## config.mk

```make
export PLATFORM = sky130hd
export DESIGN_NAME = shell_string_unescaper
export DESIGN_NICKNAME = d
export VERILOG_FILES = /design/src/sse_pkg.sv /design/src/sse_queue.sv /design/src/sse_front.sv /design/src/sse_back.sv /design/src/shell_string_unescaper.sv
export VERILOG_INCLUDE_DIRS = /design/src /design/src/src
export SDC_FILE = /design/constraint.sdc
export NUM_CORES = 1
export LEC_CHECK = 0
export BUFFER_PORTS_ARGS = -buffer_cell sky130_fd_sc_hd__buf_4
export CAP_MARGIN = 20
export CORE_MARGIN = 2
export CORE_UTILIZATION = 60
export CTS_CLUSTER_DIAMETER = 60
export CTS_CLUSTER_SIZE = 8
export DETAILED_ROUTE_END_ITERATION = 8
export HOLD_SLACK_MARGIN = 0.05
export PLACE_DENSITY = 0.77
export RECOVER_POWER = 25
export SLEW_MARGIN = 25
export SYNTH_ARGS = -nofsm -noshare
export SYNTH_HDL_FRONTEND = slang
export SYNTH_HIERARCHICAL = 1
export SYNTH_SLANG_ARGS = --single-unit
```

## constraint.sdc

```tcl
create_clock -name i_clk -period 13.2 [get_ports i_clk]
set_input_delay 1.32 -clock i_clk [delete_from_list [all_inputs] [get_ports i_clk]]
set_output_delay 1.32 -clock i_clk [all_outputs]
set_load 0.05 [all_outputs]
```

## src/shell_string_unescaper_macros.svh

```systemverilog
// Assertion macros for the RTL; sse_queue is the file that includes them.
`ifndef SHELL_STRING_UNESCAPER_MACROS_SVH
`define SHELL_STRING_UNESCAPER_MACROS_SVH

`ifndef ASSERT_OFF
// Property must hold at every rising clock edge outside reset.
`define SSE_ASSERT(lbl, clk, rst_n, prop) \
    lbl: assert property (@(posedge clk) disable iff (!rst_n) (prop)) \
        else $error("sse assertion failed");
// Expression must never be true outside reset.
`define SSE_ASSERT_NEVER(lbl, clk, rst_n, expr) \
    lbl: assert property (@(posedge clk) disable iff (!rst_n) !(expr)) \
        else $error("sse assertion failed");
`else
`define SSE_ASSERT(lbl, clk, rst_n, prop)
`define SSE_ASSERT_NEVER(lbl, clk, rst_n, expr)
`endif

`endif

```

## src/sse_pkg.sv

```systemverilog
package sse_pkg;

    localparam int SSE_QUEUE_DEPTH = 4;

    typedef enum logic [3:0] {
        KIND_LITERAL     = 4'd0,
        KIND_RAW_BYTE    = 4'd1,
        KIND_HOME        = 4'd2,
        KIND_PROCESS     = 4'd3,
        KIND_ANY_STRING  = 4'd4,
        KIND_RECURSIVE   = 4'd5,
        KIND_ANY_CHAR    = 4'd6,
        KIND_VAR         = 4'd7,
        KIND_VAR_SINGLE  = 4'd8,
        KIND_BRACE_OPEN  = 4'd9,
        KIND_BRACE_CLOSE = 4'd10,
        KIND_BRACE_SEP   = 4'd11,
        KIND_SEPARATOR   = 4'd12,
        KIND_END         = 4'd13
    } t_kind;

    typedef enum logic [1:0] {
        ST_OK          = 2'd0,
        ST_TRAILING_BS = 2'd1,
        ST_TOO_LARGE   = 2'd2
    } t_status;

    typedef enum logic [1:0] {
        Q_NONE   = 2'd0,
        Q_SINGLE = 2'd1,
        Q_DOUBLE = 2'd2
    } t_quote;

    typedef enum logic [2:0] {
        FMT_X_LOWER = 3'd0,
        FMT_X_UPPER = 3'd1,
        FMT_U_LOWER = 3'd2,
        FMT_U_UPPER = 3'd3,
        FMT_OCTAL   = 3'd4
    } t_fmt;

    typedef struct packed {
        t_kind         kind;
        logic [30:0]   value;
        logic          replace_previous;
        t_status       status;
        logic          last;
    } t_result;

    // One queue entry: the results caused by one input transaction.
    typedef struct packed {
        logic    two;
        t_result r0;
        t_result r1;
    } t_entry;

    localparam logic [20:0] CH_BACKSLASH = 21'h5c;
    localparam logic [20:0] CH_TILDE     = 21'h7e;
    localparam logic [20:0] CH_PERCENT   = 21'h25;
    localparam logic [20:0] CH_STAR      = 21'h2a;
    localparam logic [20:0] CH_QUESTION  = 21'h3f;
    localparam logic [20:0] CH_DOLLAR    = 21'h24;
    localparam logic [20:0] CH_LBRACE    = 21'h7b;
    localparam logic [20:0] CH_RBRACE    = 21'h7d;
    localparam logic [20:0] CH_COMMA     = 21'h2c;
    localparam logic [20:0] CH_SQUOTE    = 21'h27;
    localparam logic [20:0] CH_DQUOTE    = 21'h22;
    localparam logic [20:0] CH_LC_N      = 21'h6e;
    localparam logic [20:0] CH_LC_R      = 21'h72;
    localparam logic [20:0] CH_LC_T      = 21'h74;
    localparam logic [20:0] CH_LC_B      = 21'h62;
    localparam logic [20:0] CH_LC_E      = 21'h65;
    localparam logic [20:0] CH_LC_X      = 21'h78;
    localparam logic [20:0] CH_UC_X      = 21'h58;
    localparam logic [20:0] CH_LC_U      = 21'h75;
    localparam logic [20:0] CH_UC_U      = 21'h55;
    localparam logic [20:0] CH_DIGIT_0   = 21'h30;
    localparam logic [20:0] CH_DIGIT_7   = 21'h37;
    localparam logic [20:0] CH_DIGIT_9   = 21'h39;
    localparam logic [20:0] CH_LC_A      = 21'h61;
    localparam logic [20:0] CH_LC_F      = 21'h66;
    localparam logic [20:0] CH_UC_A      = 21'h41;
    localparam logic [20:0] CH_UC_F      = 21'h46;

    localparam logic [30:0] VAL_LF  = 31'd10;
    localparam logic [30:0] VAL_CR  = 31'd13;
    localparam logic [30:0] VAL_TAB = 31'd9;
    localparam logic [30:0] VAL_BS  = 31'd8;
    localparam logic [30:0] VAL_ESC = 31'd27;

    localparam logic [31:0] LIMIT_ASCII = 32'd127;
    localparam logic [31:0] LIMIT_BYTE  = 32'hff;
    localparam logic [31:0] LIMIT_UCS2  = 32'hffff;
    localparam logic [31:0] LIMIT_WIDE  = 32'h7fffffff;

    localparam logic [3:0] DIGITS_X     = 4'd2;
    localparam logic [3:0] DIGITS_U     = 4'd4;
    localparam logic [3:0] DIGITS_UU    = 4'd8;
    localparam logic [3:0] DIGITS_OCTAL = 4'd2;

    localparam logic [15:0] DEPTH_MAX = 16'hffff;

    function automatic t_result f_res(t_kind kind, logic [30:0] value);
        t_result r;
        r.kind             = kind;
        r.value            = value;
        r.replace_previous = 1'b0;
        r.status           = ST_OK;
        r.last             = 1'b0;
        return r;
    endfunction

    // {valid, digit value}; octal accepts 0..7 only.
    function automatic logic [4:0] f_digit(logic [20:0] c, logic hex);
        logic [4:0] d;
        d = 5'd0;
        if (c >= CH_DIGIT_0 && c <= CH_DIGIT_7) begin
            d = {1'b1, c[3:0]};
        end else if (hex && c > CH_DIGIT_7 && c <= CH_DIGIT_9) begin
            d = {1'b1, c[3:0]};
        end else if (hex && ((c >= CH_LC_A && c <= CH_LC_F) ||
                             (c >= CH_UC_A && c <= CH_UC_F))) begin
            d = {1'b1, c[3:0] + 4'd9};
        end
        return d;
    endfunction

    function automatic logic [31:0] f_limit(t_fmt fmt);
        logic [31:0] l;
        unique case (fmt)
            FMT_X_UPPER: l = LIMIT_BYTE;
            FMT_U_LOWER: l = LIMIT_UCS2;
            FMT_U_UPPER: l = LIMIT_WIDE;
            default:     l = LIMIT_ASCII;
        endcase
        return l;
    endfunction

endpackage

```

## src/sse_queue.sv

```systemverilog
`include "shell_string_unescaper_macros.svh"

module sse_queue import sse_pkg::*; #(
    parameter int DEPTH = SSE_QUEUE_DEPTH
) (
    input  logic   i_clk,
    input  logic   i_rst_n,
    input  logic   i_push,
    input  t_entry i_data,
    input  logic   i_pop,
    output t_entry o_data,
    output logic   o_full,
    output logic   o_empty
);

    localparam int PTR_W = (DEPTH > 1) ? $clog2(DEPTH) : 1;
    localparam int CNT_W = $clog2(DEPTH + 1);

    t_entry             r_mem [DEPTH];
    logic [PTR_W-1:0]   r_wr_ptr, n_wr_ptr;
    logic [PTR_W-1:0]   r_rd_ptr, n_rd_ptr;
    logic [CNT_W-1:0]   r_count, n_count;

    assign o_full  = (r_count == CNT_W'(DEPTH));
    assign o_empty = (r_count == '0);
    assign o_data  = r_mem[r_rd_ptr];

    always_comb begin
        n_wr_ptr = r_wr_ptr;
        n_rd_ptr = r_rd_ptr;
        n_count  = r_count;
        if (i_push) begin
            n_wr_ptr = (r_wr_ptr == PTR_W'(DEPTH - 1)) ? '0 : r_wr_ptr + PTR_W'(1);
        end
        if (i_pop) begin
            n_rd_ptr = (r_rd_ptr == PTR_W'(DEPTH - 1)) ? '0 : r_rd_ptr + PTR_W'(1);
        end
        if (i_push && !i_pop) begin
            n_count = r_count + CNT_W'(1);
        end else if (!i_push && i_pop) begin
            n_count = r_count - CNT_W'(1);
        end
    end

    always_ff @(posedge i_clk) begin
        if (!i_rst_n) begin
            r_wr_ptr <= '0;
            r_rd_ptr <= '0;
            r_count  <= '0;
        end else begin
            r_wr_ptr <= n_wr_ptr;
            r_rd_ptr <= n_rd_ptr;
            r_count  <= n_count;
        end
    end

    always_ff @(posedge i_clk) begin
        if (i_push) begin
            r_mem[r_wr_ptr] <= i_data;
        end
    end

    `SSE_ASSERT_NEVER(a_no_overflow, i_clk, i_rst_n, i_push && o_full)
    `SSE_ASSERT_NEVER(a_no_underflow, i_clk, i_rst_n, i_pop && o_empty)
    `SSE_ASSERT(a_count_up, i_clk, i_rst_n, (i_push && !i_pop) |=> (r_count == $past(r_count) + CNT_W'(1)))

endmodule

```

## src/sse_front.sv

```systemverilog
module sse_front import sse_pkg::*; (
    input  logic        i_clk,
    input  logic        i_rst_n,
    input  logic        i_special_mode,
    input  logic        i_valid,
    input  logic [20:0] i_ch,
    input  logic        i_end_of_string,
    input  logic        i_full,
    output logic        o_stall,
    output logic        o_push,
    output t_entry      o_entry
);

    t_quote      r_quote, n_quote, s_quote;
    logic        r_bs, n_bs, s_bs;
    logic        r_num, n_num, s_num;
    t_fmt        r_fmt, n_fmt, s_fmt;
    logic [3:0]  r_dl, n_dl, s_dl;
    logic [31:0] r_acc, n_acc, s_acc;
    logic        r_first, n_first, s_first;
    logic [15:0] r_depth, n_depth, s_depth;
    t_kind       r_last_kind, n_last_kind, s_last_kind;
    t_status     r_err, n_err, s_err;

    logic        accept;
    logic        hex;
    logic [4:0]  dig_raw;
    logic        dig_v;
    logic [3:0]  dig;
    logic        dig_path;
    logic [31:0] acc_shift;
    logic [31:0] acc_fin;
    logic        fin_big;
    t_result     fin_res;
    logic        fin_emit;
    logic        go_char;
    t_kind       lk;
    t_result     c0, c1;
    logic [1:0]  c_cnt;
    logic [1:0]  cnt;
    t_result     slot0, slot1;
    t_result     end_res;
    t_status     st;
    logic [30:0] ch_val;

    assign accept    = i_valid && !i_full;
    assign o_stall   = i_full;
    assign hex       = (r_fmt != FMT_OCTAL);
    assign dig_raw   = f_digit(i_ch, hex);
    assign dig_v     = dig_raw[4];
    assign dig       = dig_raw[3:0];
    assign dig_path  = r_num && dig_v && !i_end_of_string;
    assign acc_shift = hex ? {r_acc[27:0], dig} : {r_acc[28:0], dig[2:0]};
    assign acc_fin   = dig_path ? acc_shift : r_acc;
    assign fin_big   = (acc_fin > f_limit(r_fmt));
    assign fin_res   = f_res((r_fmt == FMT_X_UPPER) ? KIND_RAW_BYTE : KIND_LITERAL,
                             acc_fin[30:0]);
    assign ch_val    = {10'd0, i_ch};

    always_comb begin
        s_quote     = r_quote;
        s_bs        = r_bs;
        s_num       = r_num;
        s_fmt       = r_fmt;
        s_dl        = r_dl;
        s_acc       = r_acc;
        s_first     = 1'b0;
        s_depth     = r_depth;
        s_err       = r_err;
        fin_emit    = 1'b0;
        go_char     = 1'b0;
        c0          = f_res(KIND_LITERAL, '0);
        c1          = f_res(KIND_LITERAL, '0);
        c_cnt       = 2'd0;
        st          = r_err;
        end_res     = f_res(KIND_END, '0);
        lk          = r_last_kind;

        if (i_end_of_string) begin
            if (r_err == ST_OK) begin
                if (r_num && fin_big) begin
                    st = ST_TOO_LARGE;
                end else if (r_bs) begin
                    st = ST_TRAILING_BS;
                end
                fin_emit = r_num && !fin_big;
            end
            end_res.status = st;
            end_res.last   = 1'b1;
            c0             = end_res;
            c_cnt          = 2'd1;
            // close the string: back to reset values
            s_quote = Q_NONE;
            s_bs    = 1'b0;
            s_num   = 1'b0;
            s_fmt   = FMT_X_LOWER;
            s_dl    = '0;
            s_acc   = '0;
            s_first = 1'b1;
            s_depth = '0;
            s_err   = ST_OK;
        end else if (r_err == ST_OK) begin
            go_char = 1'b1;
            if (r_num) begin
                if (dig_v) begin
                    s_acc   = acc_shift;
                    s_dl    = (r_dl == '0) ? '0 : r_dl - 4'd1;
                    go_char = 1'b0;
                    if (s_dl == '0) begin
                        s_num = 1'b0;
                        if (fin_big) s_err = ST_TOO_LARGE;
                        else         fin_emit = 1'b1;
                    end
                end else begin
                    s_num = 1'b0;
                    s_dl  = '0;
                    if (fin_big) begin
                        s_err   = ST_TOO_LARGE;
                        go_char = 1'b0;
                    end else begin
                        fin_emit = 1'b1;
                    end
                end
            end
            if (fin_emit) lk = fin_res.kind;

            if (go_char) begin
                unique case (r_quote)
                    Q_SINGLE: begin
                        c_cnt = 2'd1;
                        c0    = f_res(KIND_LITERAL, ch_val);
                        if (r_bs) begin
                            s_bs = 1'b0;
                            if (i_ch != CH_BACKSLASH && i_ch != CH_SQUOTE) begin
                                c0    = f_res(KIND_LITERAL, {10'd0, CH_BACKSLASH});
                                c1    = f_res(KIND_LITERAL, ch_val);
                                c_cnt = 2'd2;
                            end
                        end else if (i_ch == CH_BACKSLASH) begin
                            s_bs  = 1'b1;
                            c_cnt = 2'd0;
                        end else if (i_ch == CH_SQUOTE) begin
                            s_quote = Q_NONE;
                            c0      = f_res(KIND_SEPARATOR, '0);
                        end
                    end
                    Q_DOUBLE: begin
                        c_cnt = 2'd1;
                        c0    = f_res(KIND_LITERAL, ch_val);
                        if (r_bs) begin
                            s_bs = 1'b0;
                            if (i_ch != CH_BACKSLASH && i_ch != CH_DOLLAR &&
                                i_ch != CH_DQUOTE) begin
                                c0    = f_res(KIND_LITERAL, {10'd0, CH_BACKSLASH});
                                c1    = f_res(KIND_LITERAL, ch_val);
                                c_cnt = 2'd2;
                            end
                        end else if (i_ch == CH_BACKSLASH) begin
                            s_bs  = 1'b1;
                            c_cnt = 2'd0;
                        end else if (i_ch == CH_DQUOTE) begin
                            s_quote = Q_NONE;
                            c0      = f_res(KIND_SEPARATOR, '0);
                        end else if (i_ch == CH_DOLLAR && i_special_mode) begin
                            c0 = f_res(KIND_VAR_SINGLE, '0);
                        end
                    end
                    default: begin
                        c_cnt = 2'd1;
                        c0    = f_res(KIND_LITERAL, ch_val);
                        if (r_bs) begin
                            s_bs = 1'b0;
                            unique case (i_ch)
                                CH_LC_N: c0 = f_res(KIND_LITERAL, VAL_LF);
                                CH_LC_R: c0 = f_res(KIND_LITERAL, VAL_CR);
                                CH_LC_T: c0 = f_res(KIND_LITERAL, VAL_TAB);
                                CH_LC_B: c0 = f_res(KIND_LITERAL, VAL_BS);
                                CH_LC_E: c0 = f_res(KIND_LITERAL, VAL_ESC);
                                CH_LC_X: begin
                                    c_cnt = 2'd0; s_num = 1'b1; s_fmt = FMT_X_LOWER;
                                    s_dl = DIGITS_X; s_acc = '0;
                                end
                                CH_UC_X: begin
                                    c_cnt = 2'd0; s_num = 1'b1; s_fmt = FMT_X_UPPER;
                                    s_dl = DIGITS_X; s_acc = '0;
                                end
                                CH_LC_U: begin
                                    c_cnt = 2'd0; s_num = 1'b1; s_fmt = FMT_U_LOWER;
                                    s_dl = DIGITS_U; s_acc = '0;
                                end
                                CH_UC_U: begin
                                    c_cnt = 2'd0; s_num = 1'b1; s_fmt = FMT_U_UPPER;
                                    s_dl = DIGITS_UU; s_acc = '0;
                                end
                                default: begin
                                    if (i_ch >= CH_DIGIT_0 && i_ch <= CH_DIGIT_7) begin
                                        c_cnt = 2'd0; s_num = 1'b1; s_fmt = FMT_OCTAL;
                                        s_dl  = DIGITS_OCTAL;
                                        s_acc = {29'd0, i_ch[2:0]};
                                    end
                                end
                            endcase
                        end else begin
                            unique case (i_ch)
                                CH_BACKSLASH: begin
                                    s_bs  = 1'b1;
                                    c_cnt = 2'd0;
                                end
                                CH_TILDE: begin
                                    if (i_special_mode && r_first) c0 = f_res(KIND_HOME, '0);
                                end
                                CH_PERCENT: begin
                                    if (i_special_mode && r_first) c0 = f_res(KIND_PROCESS, '0);
                                end
                                CH_STAR: begin
                                    if (i_special_mode) begin
                                        if (lk == KIND_ANY_STRING) begin
                                            c0 = f_res(KIND_RECURSIVE, '0);
                                            c0.replace_previous = 1'b1;
                                        end else begin
                                            c0 = f_res(KIND_ANY_STRING, '0);
                                        end
                                    end
                                end
                                CH_QUESTION: begin
                                    if (i_special_mode) c0 = f_res(KIND_ANY_CHAR, '0);
                                end
                                CH_DOLLAR: begin
                                    if (i_special_mode) c0 = f_res(KIND_VAR, '0);
                                end
                                CH_LBRACE: begin
                                    if (i_special_mode) begin
                                        if (r_depth != DEPTH_MAX) s_depth = r_depth + 16'd1;
                                        c0 = f_res(KIND_BRACE_OPEN, '0);
                                    end
                                end
                                CH_RBRACE: begin
                                    if (i_special_mode) begin
                                        if (r_depth != '0) s_depth = r_depth - 16'd1;
                                        c0 = f_res(KIND_BRACE_CLOSE, '0);
                                    end
                                end
                                CH_COMMA: begin
                                    if (i_special_mode && r_depth != '0 &&
                                        lk != KIND_BRACE_SEP) begin
                                        c0 = f_res(KIND_BRACE_SEP, '0);
                                    end
                                end
                                CH_SQUOTE: begin
                                    s_quote = Q_SINGLE;
                                    c0      = f_res(KIND_SEPARATOR, '0);
                                end
                                CH_DQUOTE: begin
                                    s_quote = Q_DOUBLE;
                                    c0      = f_res(KIND_SEPARATOR, '0);
                                end
                                default: ;
                            endcase
                        end
                    end
                endcase
            end
        end

        // a finished numeric escape always goes first
        slot0 = fin_emit ? fin_res : c0;
        slot1 = fin_emit ? c0 : c1;
        cnt   = {1'b0, fin_emit} + c_cnt;

        if (i_end_of_string) begin
            s_last_kind = KIND_LITERAL;
        end else if (cnt == 2'd2) begin
            s_last_kind = slot1.kind;
        end else if (cnt == 2'd1) begin
            s_last_kind = slot0.kind;
        end else begin
            s_last_kind = r_last_kind;
        end
    end

    assign o_push        = accept && (cnt != 2'd0);
    assign o_entry.two   = (cnt == 2'd2);
    assign o_entry.r0    = slot0;
    assign o_entry.r1    = slot1;

    always_comb begin
        n_quote     = accept ? s_quote     : r_quote;
        n_bs        = accept ? s_bs        : r_bs;
        n_num       = accept ? s_num       : r_num;
        n_fmt       = accept ? s_fmt       : r_fmt;
        n_dl        = accept ? s_dl        : r_dl;
        n_acc       = accept ? s_acc       : r_acc;
        n_first     = accept ? s_first     : r_first;
        n_depth     = accept ? s_depth     : r_depth;
        n_last_kind = accept ? s_last_kind : r_last_kind;
        n_err       = accept ? s_err       : r_err;
    end

    always_ff @(posedge i_clk) begin
        if (!i_rst_n) begin
            r_quote     <= Q_NONE;
            r_bs        <= 1'b0;
            r_num       <= 1'b0;
            r_fmt       <= FMT_X_LOWER;
            r_dl        <= '0;
            r_acc       <= '0;
            r_first     <= 1'b1;
            r_depth     <= '0;
            r_last_kind <= KIND_LITERAL;
            r_err       <= ST_OK;
        end else begin
            r_quote     <= n_quote;
            r_bs        <= n_bs;
            r_num       <= n_num;
            r_fmt       <= n_fmt;
            r_dl        <= n_dl;
            r_acc       <= n_acc;
            r_first     <= n_first;
            r_depth     <= n_depth;
            r_last_kind <= n_last_kind;
            r_err       <= n_err;
        end
    end

endmodule

```

## src/sse_back.sv

```systemverilog
module sse_back import sse_pkg::*; (
    input  logic    i_clk,
    input  logic    i_rst_n,
    input  t_entry  i_data,
    input  logic    i_empty,
    output logic    o_pop,
    output logic    o_valid,
    input  logic    i_stall,
    output t_result o_result
);

    logic   r_busy, n_busy;
    logic   r_sel, n_sel;
    t_entry r_entry, n_entry;
    logic   fire;
    logic   need_load;

    assign fire      = r_busy && !i_stall;
    assign need_load = !r_busy || (fire && (r_sel || !r_entry.two));
    assign o_pop     = need_load && !i_empty;
    assign o_valid   = r_busy;
    assign o_result  = r_sel ? r_entry.r1 : r_entry.r0;

    always_comb begin
        n_busy  = r_busy;
        n_sel   = r_sel;
        n_entry = r_entry;
        if (o_pop) begin
            n_entry = i_data;
            n_sel   = 1'b0;
            n_busy  = 1'b1;
        end else if (need_load) begin
            n_busy = 1'b0;
        end else if (fire) begin
            n_sel = 1'b1;
        end
    end

    always_ff @(posedge i_clk) begin
        if (!i_rst_n) begin
            r_busy <= 1'b0;
            r_sel  <= 1'b0;
        end else begin
            r_busy <= n_busy;
            r_sel  <= n_sel;
        end
    end

    always_ff @(posedge i_clk) begin
        r_entry <= n_entry;
    end

endmodule

```

## src/shell_string_unescaper.sv

```systemverilog
// Path: an accepted transaction is written into the entry queue and then registered in
//   the output stage, where its first result becomes valid.
// Throughput: one input transaction per cycle while the entry queue has room; one result
//   per cycle while the output is not stalled, so two-result inputs (escape close plus
//   character, end with a flushed escape) drain at half rate; a full queue stalls the input.
// Reset: synchronous, active low; clears string state, queue, output stage and special mode.
module shell_string_unescaper import sse_pkg::*; #(
    parameter int QUEUE_DEPTH = SSE_QUEUE_DEPTH
) (
    input  logic        i_clk,
    input  logic        i_rst_n,
    // configuration
    input  logic        i_cfg_wr_en,
    input  logic        i_cfg_wr_data,
    // input channel
    input  logic        i_in_valid,
    output logic        o_in_stall,
    input  logic [20:0] i_ch,
    input  logic        i_end_of_string,
    // output channel
    output logic        o_out_valid,
    input  logic        i_out_stall,
    output logic [3:0]  o_kind,
    output logic [30:0] o_value,
    output logic        o_replace_previous,
    output logic [1:0]  o_status,
    output logic        o_last
);

    logic    r_special_mode;
    logic    push, pop, full, empty;
    t_entry  push_entry, head_entry;
    t_result cur;

    // Hold the special-mode bit; the user must write it only while idle, the block does not enforce this.
    always_ff @(posedge i_clk) begin
        if (!i_rst_n) begin
            r_special_mode <= 1'b0;
        end else if (i_cfg_wr_en) begin
            r_special_mode <= i_cfg_wr_data;
        end
    end

    // Front: classify each character, track quote and escape state,
    // and push the one or two results of the transaction as one entry.
    sse_front u_front (
        .i_clk           (i_clk),
        .i_rst_n         (i_rst_n),
        .i_special_mode  (r_special_mode),
        .i_valid         (i_in_valid),
        .i_ch            (i_ch),
        .i_end_of_string (i_end_of_string),
        .i_full          (full),
        .o_stall         (o_in_stall),
        .o_push          (push),
        .o_entry         (push_entry)
    );

    // Short queue decouples front stalls from back stalls.
    sse_queue #(
        .DEPTH (QUEUE_DEPTH)
    ) u_queue (
        .i_clk   (i_clk),
        .i_rst_n (i_rst_n),
        .i_push  (push),
        .i_data  (push_entry),
        .i_pop   (pop),
        .o_data  (head_entry),
        .o_full  (full),
        .o_empty (empty)
    );

    // Back: register an entry and hand out its results one per transaction.
    sse_back u_back (
        .i_clk    (i_clk),
        .i_rst_n  (i_rst_n),
        .i_data   (head_entry),
        .i_empty  (empty),
        .o_pop    (pop),
        .o_valid  (o_out_valid),
        .i_stall  (i_out_stall),
        .o_result (cur)
    );

    assign o_kind             = cur.kind;
    assign o_value            = cur.value;
    assign o_replace_previous = cur.replace_previous;
    assign o_status           = cur.status;
    assign o_last             = cur.last;

endmodule

```

Word level (Yosys, flattened, before mapping)
Memories as Yosys holds them, arrays and structs flattened. A register that Yosys moved wholly into a read port is not among the register bits.
Index checks and enable logic that the tools add are counted.
- register bits: 76
- bits in latches: 0
- bits in writable memories: 316
- bits in read-only memories: 0
- bits of input ports: 28
- output and inout bits: 41
- word-level logic and storage cells: 308
- memories: 1
- memory list (memory ; words ; bits a word ; read ports ; clocked after Yosys merged registers in ; write ports ; line ; source):
    u_queue.r_mem ; 4 ; 79 ; 1 ; 1 ; 1 ; sse_queue.sv:19 ; t_entry r_mem [DEPTH];
- $add $sub $neg: 9
- multipliers: 0
- div/mod/pow operators: 0
- $lt $le $gt $ge: 9
- equal/unequal tests: 50
- shift operators: 0
- multiplexer cells: 155
- bitwise logic cells: 2
- reduce and logical (&&, ||, !) cells: 66
- operators with widths (kind ; number):
    2-to-1 mux 39 bit ; 23
    one-hot mux 39 bit (9 select lines) ; 1
    2-to-1 mux 32 bit ; 10
    == test 21 x 7 -> 1 bit (second input constant) ; 13
    one-hot mux 39 bit (2 select lines) ; 2
    == test 21 x 6 -> 1 bit (second input constant) ; 7
    2-to-1 mux 16 bit ; 9
    one-hot mux 25 bit (5 select lines) ; 1
    2-to-1 mux 25 bit ; 4
    one-hot mux 31 bit (3 select lines) ; 1
    2-to-1 mux 38 bit ; 2
    2-to-1 mux 37 bit ; 2
    one-hot mux 32 bit (2 select lines) ; 1
    != test 21 x 6 -> 1 bit (second input constant) ; 3
    2-to-1 mux 4 bit ; 15
    2-to-1 mux 2 bit ; 29
    greater-or-equal comparator 21 x 7 -> 1 bit (second input constant) ; 2
    less-or-equal comparator 21 x 6 -> 1 bit (second input constant) ; 2
    less-or-equal comparator 21 x 7 -> 1 bit (second input constant) ; 2
    2-to-1 mux 36 bit ; 1
    2-to-1 mux 1 bit ; 35
    greater-than comparator 32 x 31 -> 1 bit ; 1
    one-hot mux 16 bit (2 select lines) ; 1
    logical AND 1 bit ; 24
    48 further kinds ; 100

Depth between registers and ports, before layout
Gate-level depths: netlist of run 1.
- word-level depth: 33
- depth in mapped cells: 35
- mapped depth without buffers: 29

By module
The synthesis of run 1 kept the hierarchy.
- modules (own cells, without submodules) (module ; times used ; cells an instance ; area an instance (um^2)):
    sse_queue ; 1 ; 457 ; 11842.6
    sse_front ; 1 ; 1050 ; 7315.8
    sse_back ; 1 ; 133 ; 2949.1
    shell_string_unescaper ; 1 ; 3 ; 36.3

Worst setup path after synthesis of run 1
OpenSTA, ideal clock, no wires.
- path kind: input-to-reg
- start: input port i_ch[1]
- end: memory u_queue/r_mem[0][0] (netlist name), enable pin
- library setup time: 446 ps
- arrival time: 8809 ps
- required time: 12754 ps
- path slack: 3945 ps
- stages: 30
- path buffers: 6
- cell sequence: buf_2 -> inv_1 -> ha_1 -> or4_1 -> o311ai_1 -> o21ai_1 -> and3_1 -> buf_6 -> o21ai_0 -> nand2b_1 -> clkbuf_1 -> buf_2 -> buf_1 -> nand2_1 -> nand2_1 -> ha_1 -> nand4_1 -> nor4_1 -> and2_1 -> inv_1 -> a2111oi_4 -> o2111ai_2 -> a21oi_2 -> nand2_1 -> inv_2 -> buf_2 -> ha_1 -> xnor2_1 -> a21oi_1 -> and2_1
- longest elaborated chain between the ends: 24
- elaborated cells between the ends (all ways): 75
- those cells by class: add/sub (2); order compare (9); eq/ne (14); mux (32); reduce/logical (18)
- RTL lines (item ; line ; source):
    start: declaration ; shell_string_unescaper.sv:18 ; input logic [20:0] i_ch,
    greater-or-equal comparator 21 x 7 -> 1 bit (tied with other cells) ; sse_pkg.sv:121 ; end else if (hex && ((c >= CH_LC_A && c <= CH_LC_F) ||
    logical AND 1 bit, on equally long branches ; sse_pkg.sv:121, sse_pkg.sv:122 ;
    logical OR 1 bit ; sse_pkg.sv:121 ;
    logical AND 1 bit ; sse_pkg.sv:121 ;
    2-to-1 mux 5 bit ; sse_pkg.sv:121 ;
    2-to-1 mux 5 bit ; sse_pkg.sv:119 ; end else if (hex && c > CH_DIGIT_7 && c <= CH_DIGIT_9) begin
    2-to-1 mux 5 bit ; sse_pkg.sv:117 ; if (c >= CH_DIGIT_0 && c <= CH_DIGIT_7) begin
    logical AND 1 bit (2 in series) ; sse_front.sv:52 ; assign dig_path = r_num && dig_v && !i_end_of_string;
    [8 not listed] ; n/a ;
    2-to-1 mux 1 bit or 2-to-1 mux 2 bit (tied branches) ; sse_front.sv:102 ; end else if (r_err == ST_OK) begin
    2-to-1 mux 1 bit or 2-to-1 mux 2 bit (tied branches) ; sse_front.sv:79 ; if (i_end_of_string) begin
    adder 1 x 2 -> 2 bit * ; sse_front.sv:268 ; cnt = {1'b0, fin_emit} + c_cnt;
    nonzero test 2 bit * ; sse_front.sv:281 ; assign o_push = accept && (cnt != 2'd0);
    logical AND 1 bit * ; sse_front.sv:281 ;
    net push ; shell_string_unescaper.sv:31 ; logic push, pop, full, empty;
    2-to-1 mux 1 bit * ; sse_queue.sv:58 ; if (i_push) begin
    2-to-1 mux 1 bit (implied by the code) * ; sse_queue.sv:59 ; r_mem[r_wr_ptr] <= i_data;
    end: declaration ; sse_queue.sv:19 ;
The timed path passes the listed nets; every way through them passes the cells marked *. The select of a mux whose other input is x is not followed.

Final worst setup path of run 1
- start: input port i_ch[1]
- end: memory u_queue/r_mem[2][64] (netlist name), enable pin
Same word-level chain as after synthesis.

==> results of run 1 <==
tightest hold or removal path, stage by stage (launching register included):
cell     delay, ns
dfxtp_1       0.32
nand2_1       0.06
a21oi_1       0.05
worst paths after layout:
| check | startpoint | end | slack, ns | cells past startpoint |
|---|---|---|---|---|
| min | u_front/r_dl[1]$_SDFFE_PN0P_ | u_front/r_dl[1]$_SDFFE_PN0P_ | 0.48 | 2 |
| max | i_ch[1] | u_queue/r_mem[2][64]$_DFFE_PP_ | 2.39 | 25 |
| min reg2reg | u_front/r_dl[1]$_SDFFE_PN0P_ | u_front/r_dl[1]$_SDFFE_PN0P_ | 0.48 | 2 |
| max reg2reg | u_front/r_fmt[0]$_SDFFE_PN0P_ | u_queue/r_mem[2][64]$_DFFE_PP_ | 3.38 | 23 |
sequential cells by signal, indices dropped and copies added (netlist names), 3 cells and up, named ones only:
register and cells:
u_back/r_entry 79, u_front/r_acc 32, u_front/r_depth 16, u_front/r_dl 4, u_front/r_fmt 3, u_front/r_last_kind 4, u_queue/r_count 3, u_queue/r_mem 316
cell type report:
type                    count  area (µm²)  area share (%)
clock buffers              87        1857           7.484
inverters                  37       138.9          0.5598
flip-flops and latches    472       13410           54.03
well taps                 468       585.6           2.360
repair buffers             92       563.0           2.269
clock inverters             8       152.6          0.6152
multi-input cells        1040        8108           32.68
kinds of logic after synthesis:
kind of cell | count (synthesis)
fa+ha+maj | 54
flops | 472
compound gates | 322
xor+xnor | 17
buf+inv | 142
other cells | 1
simple gates | 482
mux | 153
power breakdown:
group / internal, mW / switching, mW
Combinational: 0.378 / 0.684
Clock: 1.02 / 0.630
Sequential: 1.94 / 0.116
per-stage QoR:
step           setup WS, ns  util (%)
6_report              2.386     68.10
2_1_floorplan         3.945         -
5_1_grt               1.760     68.10
3_3_place_gp          2.362     62.93
4_1_cts               2.609     68.49
3_5_place_dp          2.004     62.97
Yosys cell counts, types with 8 or more instances:
cell type,instances,area (µm²)
mux4_2,79,1779
a22oi_1,19,142.6
and3_1,16,100.1
inv_1,35,131.4
ha_1,52,650.6
nand2_1,164,615.6
nor2_1,98,367.9
xnor2_1,11,96.34
mux2_2,42,473.0
o21ai_0,59,295.3
and2_1,28,175.2
a2bb2oi_1,14,122.6
a22o_1,16,140.1
a21oi_1,94,470.5
a21o_1,16,120.1
buf_2,20,100.1
nor3_1,39,195.2
o31ai_1,9,67.56
nand4_1,17,106.4
a31oi_1,8,50.05
nand2b_1,9,56.30
or3_1,17,106.4
clkbuf_1,58,217.7
mux2i_1,32,320.3
edfxtp_1,395,11860
nor4_1,15,93.84
nor2b_1,12,75.07
dfxtp_1,77,1541
nand3_1,31,155.2
o22ai_1,8,50.05
buf_4,14,105.1
o211ai_1,8,60.06
layer usage:
metal | routed length, µm | up-vias | GRT usage, %
li1 | - | 6463 | -
met1 | 23810 | 7358 | 42.73
met2 | 26940 | 737 | 48.15
met4 | 2040 | 0 | 11.90
met5 | 0 | - | 0
met3 | 4509 | 140 | 5.415
==> results.toml, run 1 <==
[floorplanning]
io_pins = 69
start_util_pct = 60.78
die_area_um2 = 38460
fp.dieW_um = 196.1
die_h_um = 196.1
placementRows = 70
core_um2 = 36430

[worst_setup_path]
crit_top_cell = "ha_1"
crit_path_max_incr_delay_ns = 0.90
arrival_ns = 11.04
critPathRequiredTime_ns = 13.43
path_max_fanout = 56
end_kind = "flip-flop"
cp_num_buf_inv = 5
critical_path.startpoint_type = "primary input"
critPathTopFamily = "simple AND/OR/NAND/NOR gates"
worst-setup-path-type = "in2reg"
cp_slowest_cell = "and2_4"

[drt]
via_count = 14700
firstDrtPassIters = 8
routed_wl_mm = 57.30
antenna_left = 0
drc = 0
avgViaCountPerCell = 6.669
drtIter0Drc = 1604
routedWlPerCell_um = 26.00

[clock_tree]
cts_sinks = 472
h-tree-depth = 3
cts_inserted_buffers = 70
post_cts_buffers = 0
cts_tree = "yes"
cts.path.max_buffers = 3
ctsHoldBuffers = 0
cts_resized = 0
clkTransAtPathRegs_ns = 0.04
insertion_delay_ns = 0.59
cts_root_buf = "clkbuf_16"

[synth]
async_flop_share_pct = 0
yosys.area_share.simple_pct = 10.82
yosysUniqueCellTypes = 92
synth_top_family_by_area = "multiplexers"
synth_xor_area_share_pct = 0.7345
yosys_warnings = 6
synth_edf_count = 395
ys.flop_type = "edfxtp_1"
synthAdderAreaFrac_pct = 3.119
synth_seq_cells = 472
yosysSeqAreaShare_pct = 60.53
synth-compound-area-share_pct = 10.05
syn_avg_cell_area_um2 = 13.48
synthCells = 1643
synthMuxAreaShare_pct = 11.62
syn_area_um2 = 22140

[min_path]
hold_class = "reg2reg"

[sta]
rsz0062_at_grt = "false"
slew_violations = 213
finalCritPeriodShare_pct = 81.92
setup-tns-final_ns = 0
post-route-min-period_ns = 10.81
setup_viol = 0
slew_headroom_pct = -113.0
holdWs_ns = 0.4786
fmax_mhz = 92.47
hold_viol = 0
fin_worst_skew_ns = 0.03853
tightestPinTransition_ns = 3.195

[power]
pwr_density_cell_nw_per_um2 = 192.3
peakVddDrop_uv = 118.3
p_leak_nw = 8.691
power.total_mw = 4.771

[global_route]
first_global_vias = 14460
globalRouteOverflowTotal = 0
grt_pass1_wl_mm = 87.94
grt_usage_pct = 30.51
grt_max_degree = 61
antenna_found_initial = 0

[layout]
num_antenna_cells = 0
drive_gt1_share_pct = 16.01
fin_nets = 1795
design_area_um2 = 24810
n_fill_cell = 2563
syn2layout_area_growth_pct = 12.05
layout_commonest_cell = "edfxtp_1"
final_cell_mix = "edfxtp_1, nand2_1, nor2_1, a21oi_1, mux4_2"
instances_no_fill = 2204

[place]
port_buffers = 68
dpl_cell_area_um2 = 22940
hpwl_mm = 36.54
routabilityCongestion = 0.9700
dp.cells = 2108

[run_status]
status = "finished, violations left"
violations = "max-capacitance violations, max-slew violations"

[run]
drv_cap = 6
(Power assumes the default switching activity.)
==> run 2, diff against run 1 <==
- clock period: 13.2 -> 10.76 ns (I/O delays scaled with it)
==> run 2 against run 1 <==
Net effect:
- the flow still finishes with violations (max-capacitance violations, max-slew violations)
- critical path depth fell by 6
- core utilization rose by 0.14 points
- via count fell by 0.31%
- worst hold slack got worse by 0.0027 ns
- count of clock-buffer cells in the layout rose by 26
- die area did not move
- clock power rose by 23%
- non-clock buffer count fell by 1
- register-to-register slack got worse by 0.72 ns
- sequential share of layout area fell by 0.11 points
- largest power group unchanged
==> results.toml, run 2 (synthesis results as in run 1) <==
[power]
power.share.sequential_pct = 43.2
p_int_mw = 4.100
switching_power_mw = 1.754
peakVddDrop_uv = 210.5
p_leak_nw = 8.698
netSwitchingFraction_pct = 29.96
pwr-share-clk_pct = 34.7
pwr_density_cell_nw_per_um2 = 235.5
p_comb_share_pct = 22.1

[sta]
setup_ws_ns = 1.662
hold_viol = 0
slew_headroom_pct = -106.2
tightestPinTransition_ns = 3.094
finalCritPeriodShare_pct = 84.55
rsz0062_at_grt = "false"
fmax_mhz = 109.9
setup-tns-final_ns = 0
fin_worst_skew_ns = 0.02449
slew_violations = 232
setup_viol = 0
post-route-min-period_ns = 9.098

[clock_tree]
h-tree-depth = 3
cts.path.max_buffers = 3
insertion_delay_ns = 0.59
clkTransAtPathRegs_ns = 0.05
post_cts_buffers = 0
cts_tree = "yes"
ctsHoldBuffers = 0
cts_sinks = 472
cts_root_buf = "clkbuf_16"
cts_inserted_buffers = 69
cts_resized = 0

[floorplanning]
start_util_pct = 60.78
fp.dieW_um = 196.1
io_pins = 69
core_um2 = 36430
placementRows = 70
die_area_um2 = 38460
die_h_um = 196.1

[min_path]
hold_class = "reg2reg"

[layout]
largest_register_ffs = 316
regMostFlops = "u_queue/r_mem"
final_util_pct = 68.24
syn2layout_area_growth_pct = 12.28
final_cell_mix = "edfxtp_1, nand2_1, nor2_1, a21oi_1, mux4_2"
n_fill_cell = 2535
drive_gt1_share_pct = 15.80
layout_commonest_cell = "edfxtp_1"
reg.largest.list = "u_queue/r_mem x316, u_back/r_entry x79, u_front/r_acc x32"
num_antenna_cells = 0
fin_nets = 1793

[drt]
avgViaCountPerCell = 6.577
firstDrtPassIters = 5
antenna_left = 0
drtIter0Drc = 1637
via_count = 14650
drc = 0
routedWlPerCell_um = 25.19
routed_wl_mm = 56.12

[worst_setup_path]
crit_start = "i_end_of_string"
cp-endpoint = "u_queue/r_mem[1][60]$_DFFE_PP_"
arrival_ns = 9.37
critPathRequiredTime_ns = 11.03
end_kind = "flip-flop"
critical_path.startpoint_type = "primary input"
reg2reg_depth = 21
regToRegStartpoint = "u_front/r_fmt[0]$_SDFFE_PN0P_"
r2r_slack_ns = 2.66
path_max_fanout = 58
r2r_end = "u_queue/r_mem[1][60]$_DFFE_PP_"
worst-setup-path-type = "in2reg"

[run_status]
violations = "max-capacitance violations, max-slew violations"
status = "finished, violations left"

[global_route]
grt_max_degree = 63
globalRouteOverflowTotal = 0
grt_usage_pct = 29.78
antenna_found_initial = 0
grt_pass1_wl_mm = 85.85
first_global_vias = 14190

[place]
port_buffers = 68
routabilityCongestion = 0.9958
dp_slack_ns = 1.504
hpwl_mm = 35.46

[run]
drv_cap = 6
==> run 2: cell types whose count changed in the layout (fill, tap and decap cells not counted), moves of 2 or more <==
cell / previous run / this run
clkbuf_1: 49 / 74
buf_4: 55 / 58
a21oi_1: 95 / 93
clkinv_8: 0 / 2
a21oi_2: 2 / 4
==> run 2: final cells by class <==
| class | count | area (µm²) | share of cell area (%) |
|---|---|---|---|
| timing repair buffer | 91 | 570.5 | 2.295 |
| inverter | 37 | 138.9 | 0.5586 |
| clock inverter | 7 | 130.1 | 0.5234 |
| tap | 468 | 585.6 | 2.355 |
| multi-input combinational | 1040 | 8109 | 32.61 |
| clock buffer | 113 | 1923 | 7.734 |
| sequential | 472 | 13410 | 53.92 |
==> run 2: power groups by stage <==
stage	clock (mW)	sequential (mW)	combinational [mW]
4_1_cts	2.06	2.53	1.36
3_3_place_gp	0	2.53	1.32
2_1_floorplan	0	2.47	1.05
3_5_place_dp	0	2.55	1.34
6_report	2.03	2.53	1.30
5_1_grt	2.13	2.56	1.38
==> run 2: worst min path at each step <==
stage	startpoint	to	slack (ns)	depth (start not counted)
floorplan	u_front/r_fmt[2]$_SDFFE_PN0P_	u_front/r_fmt[2]$_SDFFE_PN0P_	0.44	2
global placement	u_front/r_fmt[2]$_SDFFE_PN0P_	u_front/r_fmt[2]$_SDFFE_PN0P_	0.46	2
detailed placement	u_front/r_fmt[2]$_SDFFE_PN0P_	u_front/r_fmt[2]$_SDFFE_PN0P_	0.47	2
CTS	u_front/r_fmt[2]$_SDFFE_PN0P_	u_front/r_fmt[2]$_SDFFE_PN0P_	0.47	2
global route	u_front/r_dl[1]$_SDFFE_PN0P_	u_front/r_dl[1]$_SDFFE_PN0P_	0.52	2
finish	u_front/r_fmt[2]$_SDFFE_PN0P_	u_front/r_fmt[2]$_SDFFE_PN0P_	0.48	2
==> run 2: through the flow <==
step           cells  total power [mW]  hold slack (ns)  cell area [µm²]
2_1_floorplan   1654             3.518           0.4440            22190
3_3_place_gp    2107             3.846           0.4553            22930
3_5_place_dp    2108             3.886           0.4650            22950
4_1_cts         2228             5.944           0.4744            25000
5_1_grt         2228             6.068           0.5151            24860
6_report        2228             5.855           0.4759            24860
==> run 2: layer usage <==
layer / vias up / part of all wire [%] / GRT usage [%] / wire length [µm]
met5: - / 0 / 0 / 0
met4: 0 / 3.1 / 11.39 / 1747
met3: 114 / 8.7 / 5.587 / 4870
met2: 764 / 46 / 45.16 / 25810
met1: 7292 / 42 / 43.29 / 23690
li1: 6483 / - / - / -
==> run 2: critical path, cell delays in order <==
cell	delay (ns)
clkbuf_1	1.30
inv_1	0.95
nand2b_1	0.85
o21ai_0	0.30
ha_1	0.37
nand4_1	0.12
nor4_1	0.53
and2_1	0.23
inv_1	0.07
a2111oi_4	0.18
o2111ai_1	0.31
a31oi_1	0.51
and2_1	0.25
a21o_1	0.14
ha_1	0.20
xnor2_1	0.15
a21oi_1	0.52
and2_4	0.89
buf_4	0.35
